File: src/design/tpdfdr_pkg.sv
// ----------------------------------------------------------------------------
// TPDF dither requantizer package
// Shared widths, constants and the dither generator step function.
// ----------------------------------------------------------------------------
package tpdfdr_pkg;

    localparam int WORD_W   = 32;  // raw capture word width
    localparam int SAMPLE_W = 16;  // output sample width
    localparam int S24_W    = 24;  // extracted input sample width
    localparam int SUM_W    = 26;  // sample + dither + rounding, no overflow
    localparam int SHIFT    = 8;   // requantization shift (24 -> 16 bits)
    localparam int Q_W      = SUM_W - SHIFT;

    localparam logic [31:0] DITHER_SEED = 32'h1f2e3d4c;
    localparam logic signed [SUM_W-1:0] ROUND_OFFSET = 26'sd128;
    localparam logic signed [SAMPLE_W-1:0] SAT_HIGH = 16'sd32767;
    localparam logic signed [SAMPLE_W-1:0] SAT_LOW  = -16'sd32768;

    // One xorshift32 step with shifts 13, 17 and 5.
    function automatic logic [31:0] xorshift32(input logic [31:0] x);
        logic [31:0] t;
        t = x ^ (x << 13);
        t = t ^ (t >> 17);
        t = t ^ (t << 5);
        return t;
    endfunction

endpackage

File: src/design/tpdfdr_datapath.sv
// ----------------------------------------------------------------------------
// TPDF dither requantizer datapath
// Extracts the 24-bit sample, adds triangular dither and rounding, shifts
// down to 16 bits with saturation, and returns the advanced generator state.
// ----------------------------------------------------------------------------
module tpdfdr_datapath (
    input  logic [tpdfdr_pkg::WORD_W-1:0]          capture_word,
    input  logic [31:0]                            gen_state,
    output logic [31:0]                            gen_state_next,
    output logic signed [tpdfdr_pkg::SAMPLE_W-1:0] sample_out
);
    import tpdfdr_pkg::*;

    logic [31:0]                draw1;
    logic [31:0]                draw2;
    logic signed [8:0]          dither;
    logic signed [S24_W-1:0]    s24;
    logic signed [SUM_W-1:0]    sum;
    logic signed [Q_W-1:0]      q;

    always_comb begin
        draw1          = xorshift32(gen_state);
        draw2          = xorshift32(draw1);
        gen_state_next = draw2;

        // Top byte of the first draw minus top byte of the second: -255..255.
        dither = $signed({1'b0, draw1[31:24]}) - $signed({1'b0, draw2[31:24]});

        // Bit 31 is the serial-port delay bit; bits 6..0 are below the sample.
        s24 = $signed(capture_word[30:7]);

        sum = {{(SUM_W-S24_W){s24[S24_W-1]}}, s24}
            + {{(SUM_W-9){dither[8]}}, dither}
            + ROUND_OFFSET;

        // Arithmetic shift right is a plain slice of the signed sum.
        q = sum[SUM_W-1:SHIFT];

        if (q[Q_W-1:SAMPLE_W-1] == '0 || q[Q_W-1:SAMPLE_W-1] == '1) begin
            sample_out = q[SAMPLE_W-1:0];
        end else if (q[Q_W-1]) begin
            sample_out = SAT_LOW;
        end else begin
            sample_out = SAT_HIGH;
        end
    end

endmodule

File: src/design/tpdf_dither_requantizer.sv
// ----------------------------------------------------------------------------
// TPDF dither requantizer, 24 to 16 bits
// Requantizes raw serial-audio capture words to dithered 16-bit samples.
// ----------------------------------------------------------------------------
// Usage:
//   The slave channel takes one raw 32-bit capture word per beat; the 24-bit
//   sample sits in bits 30..7. The master channel delivers one signed 16-bit
//   sample per input beat, in order.
//   The block is a two-register pipeline: an input register, then the
//   dither/round/saturate logic, then the output register. An accepted beat
//   waits in the input register until the output register is free, and then
//   moves into it and raises m_tvalid. One beat is accepted every cycle while
//   the output side keeps taking results.
//   The dither generator advances by two steps for each beat that moves from
//   the input register to the output register, so its sequence follows the
//   beat order regardless of gaps.
//   Reset clears both valid flags and reloads the generator seed. When the
//   receiver stalls, the output register holds its beat, the input register
//   fills, and s_tready then drops until the output beat is taken.
// ----------------------------------------------------------------------------
module tpdf_dither_requantizer (
    input  logic                              aclk,
    input  logic                              aresetn,
    input  logic                              s_tvalid,
    output logic                              s_tready,
    input  logic [tpdfdr_pkg::WORD_W-1:0]     s_tdata,   // [31:0] capture_word
    output logic                              m_tvalid,
    input  logic                              m_tready,
    output logic [tpdfdr_pkg::SAMPLE_W-1:0]   m_tdata    // [15:0] sample_out
);
    import tpdfdr_pkg::*;

    logic                       in_valid_reg;
    logic [WORD_W-1:0]          in_word_reg;
    logic                       out_valid_reg;
    logic [SAMPLE_W-1:0]        out_data_reg;
    logic [31:0]                gen_reg;
    logic [31:0]                gen_next;
    logic signed [SAMPLE_W-1:0] sample;
    logic                       out_ready;
    logic                       advance;

    assign out_ready = !out_valid_reg || m_tready;
    assign advance   = in_valid_reg && out_ready;
    assign s_tready  = !in_valid_reg || out_ready;

    tpdfdr_datapath u_datapath (
        .capture_word   (in_word_reg),
        .gen_state      (gen_reg),
        .gen_state_next (gen_next),
        .sample_out     (sample)
    );

    always_ff @(posedge aclk) begin
        if (!aresetn) begin
            in_valid_reg  <= 1'b0;
            out_valid_reg <= 1'b0;
            gen_reg       <= DITHER_SEED;
        end else begin
            if (s_tready) begin
                in_valid_reg <= s_tvalid;
            end
            if (out_ready) begin
                out_valid_reg <= in_valid_reg;
            end
            if (advance) begin
                gen_reg <= gen_next;
            end
        end
    end

    always_ff @(posedge aclk) begin
        if (s_tready && s_tvalid) begin
            in_word_reg <= s_tdata;
        end
        if (advance) begin
            out_data_reg <= sample;
        end
    end

    assign m_tvalid = out_valid_reg;
    assign m_tdata  = out_data_reg;

endmodule
File: config.mk
export PLATFORM = sky130hd
export DESIGN_NAME = tpdf_dither_requantizer
export DESIGN_NICKNAME = d
export VERILOG_FILES = /design/src/design/tpdfdr_pkg.sv /design/src/design/tpdfdr_datapath.sv /design/src/design/tpdf_dither_requantizer.sv
export SDC_FILE = /design/constraint.sdc
export NUM_CORES = 1
export LEC_CHECK = 0
export ABC_CLOCK_PERIOD_IN_PS = 6350
export BUFFER_PORTS_ARGS = -buffer_cell sky130_fd_sc_hd__buf_4
export CAP_MARGIN = 10
export CORE_ASPECT_RATIO = 0.5
export CORE_MARGIN = 2
export CORE_UTILIZATION = 30
export DETAILED_ROUTE_END_ITERATION = 10
export HOLD_SLACK_MARGIN = 0.1
export MAX_ROUTING_LAYER = met4
export PLACE_DENSITY_LB_ADDON = 0.2
export RECOVER_POWER = 100
export SYNTH_ARGS = -nofsm -noshare
export SYNTH_HDL_FRONTEND = slang
export SYNTH_HIERARCHICAL = 1
export SYNTH_SLANG_ARGS = --single-unit
File: constraint.sdc
create_clock -name aclk -period 6.35 [get_ports aclk]
set_input_delay 0.635 -clock aclk [delete_from_list [all_inputs] [get_ports aclk]]
set_output_delay 0.635 -clock aclk [all_outputs]
set_load 0.02 [all_outputs]
==> flow_summary.ini <==
[grt]
overflow = 0
grt_pass1_vias = 3792
grt_pass1_wl_um = 19400
antenna_found_initial = 0
grt_start_max_net_pins = 50
grt_usage_pct = 13.1

[cts]
cts_buffers = 9
cts_setup_buffers = 0
clkLatencyLatePin_ps = 340
cts-htree-levels = 3
cts_tree = yes
cts_buffer_depth = 2
root_buffer = clkbuf_16
clkSinkCount = 74
clkTransAtPathRegs_ps = 60

[yosys]
synth_area_sq_um = 5400
syn_avg_cell_area_sq_um = 10.1
synthesis.nets = 622
yosys_warnings = 6
synth_cells = 533

[floorplanning]
core-area_sq_um = 17500
rows = 34
ios = 54
initial_utilization_pct = 30.9
fp.dieH_um = 98.9
die_w_um = 194
die-area_sq_um = 19200

[placement]
place_inst = 808
portBuffers = 45
placed_cell_area_sq_um = 6020
gp_congestion = 0.826
place_hpwl_um = 8850

[sta]
hold_violations = 0
final-setup-viol-count = 0
setup_tns_ps = 0
fmax_mhz = 174
rsz0062_at_grt = false
fin_skew_ps = 7.73
post-route-period-util_pct = 90.3
slew_violations = 96
tightest_slew_ps = 3190
fin_crit_ps = 5740
slew_headroom_pct = -113

[final_layout]
multi_input_area_sq_um = 3280
drive_above_1_share_pct = 11.7
largest_reg_flops = 32
num_antenna_cells = 0
fin_nets = 674
stdcell_count = 824
layout_commonest_cell = xnor2_1
fill_cells = 1790
layout_common_cells = 75 x xnor2_1, 52 x ha_1, 48 x xor2_1, 43 x nand2_1, 40 x edfxtp_1
fin_area_sq_um = 6290
ff_latch_area_sq_um = 1880
syn2layout_area_growth_pct = 16.4
final_util_pct = 36.0

[drt]
wl_per_cell_um = 14.0
drt_iter0_drc = 213
totalWireLength_um = 11600
drt-met1-wl_um = 5870
top_layer_used = met4
num_vias = 3823
ant_nets = 0
viasPerCell = 4.64
firstDrtPassIters = 4
drc_errors = 0
wl_met3_um = 291
wl_met2_um = 5270

[hold_path]
hp-class = input pin to flip-flop
hold_depth = 1
min_to = in_word_reg[24]$_DFFE_PP_
worstHoldStart = s_tdata[24]

[worst_setup_path]
cp.required_ps = 6430
crit_chain = xor2_1 > xnor2_1 > buf_4 > xnor2_2 > xnor2_1 > ha_1 > a21oi_1 > mux2i_1 > nand2b_1 > a22oi_1 > a21oi_1 > o21ai_1 > inv_2 > ha_1 > ha_1 > a21oi_1 > o22ai_1 > a22oi_1 > nand3_1 > a311o_1 > o21ai_1 > a21boi_1 > buf_4 > o21ai_0
critPathCaptureType = flip-flop
cp_max_fo = 14
r2r-start = gen_reg[17]$_SDFFE_PN1P_
cp.arrival_ps = 5810
slowest_delay_ps = 440
startpoint_type = flip-flop
reg2reg_depth = 24
worstReg2RegEnd = m_tdata[3]$_DFFE_PP_
cp_slowest_cell = dfxtp_1
r2r_setup_slack_ps = 610
path_class = flip-flop to flip-flop

[outcome]
violations = max-capacitance violations, max-slew violations
run_status = finished, violations left

[flow_run]
maxCapViolCount = 3
==> worst max-delay path, delay by kind of cell, from the launching register on <==
family                   cells  cell delay (ps)
flip-flops                   1              440
multiplexers                 1              200
XOR/XNOR                     4              920
adder cells (fa/ha/maj)      3              960
buffers and inverters        3              550
AND/OR/NAND/NOR              2              270
AO/OA/AOI/OAI               11             2110
==> per-stage QoR <==
step	setup WS (ps)	hold WS, ps
3_3_place_gp	417	484
4_1_cts	344	456
6_report	613	490
2_1_floorplan	900	431
5_1_grt	43.4	472
3_5_place_dp	384	487
==> routing by layer <==
layer  track usage (%)  vias to the layer above
met2              20.8                       29
met3              3.22                        9
met4              3.46                        0
met5                 -                        -
li1                  -                     2001
met1              16.7                     1784
==> layout make-up <==
cell class,instances,share of cell area (%)
tap,234,4.66
multi-input combinational,408,52.1
timing repair buffer,59,5.91
inverter,33,1.97
clock inverter,7,1.87
clock buffer,9,3.58
sequential,74,29.9
==> what timing repair did <==
item                       4_1_cts  5_1_grt
resized for setup                0        4
hold buffers                     0        0
setup endpoints to repair        0       14
==> how the worst max path moves through the flow <==
stage / start / endpoint / slack (ps) / cells past startpoint
3_5_place_dp: gen_reg[17]$_SDFFE_PN1P_ / m_tdata[3]$_DFFE_PP_ / 380 / 24
4_1_cts: gen_reg[17]$_SDFFE_PN1P_ / m_tdata[3]$_DFFE_PP_ / 340 / 24
5_1_grt: gen_reg[17]$_SDFFE_PN1P_ / m_tdata[8]$_DFFE_PP_ / 40 / 24
6_report: gen_reg[17]$_SDFFE_PN1P_ / m_tdata[3]$_DFFE_PP_ / 610 / 24
3_3_place_gp: gen_reg[17]$_SDFFE_PN1P_ / m_tdata[2]$_DFFE_PP_ / 420 / 24
2_1_floorplan: gen_reg[15]$_SDFFE_PN0P_ / m_tdata[10]$_DFFE_PP_ / 900 / 24
Power is not shown: default switching activity piles up to over one toggle a cycle in this logic, so the estimate is an artifact.
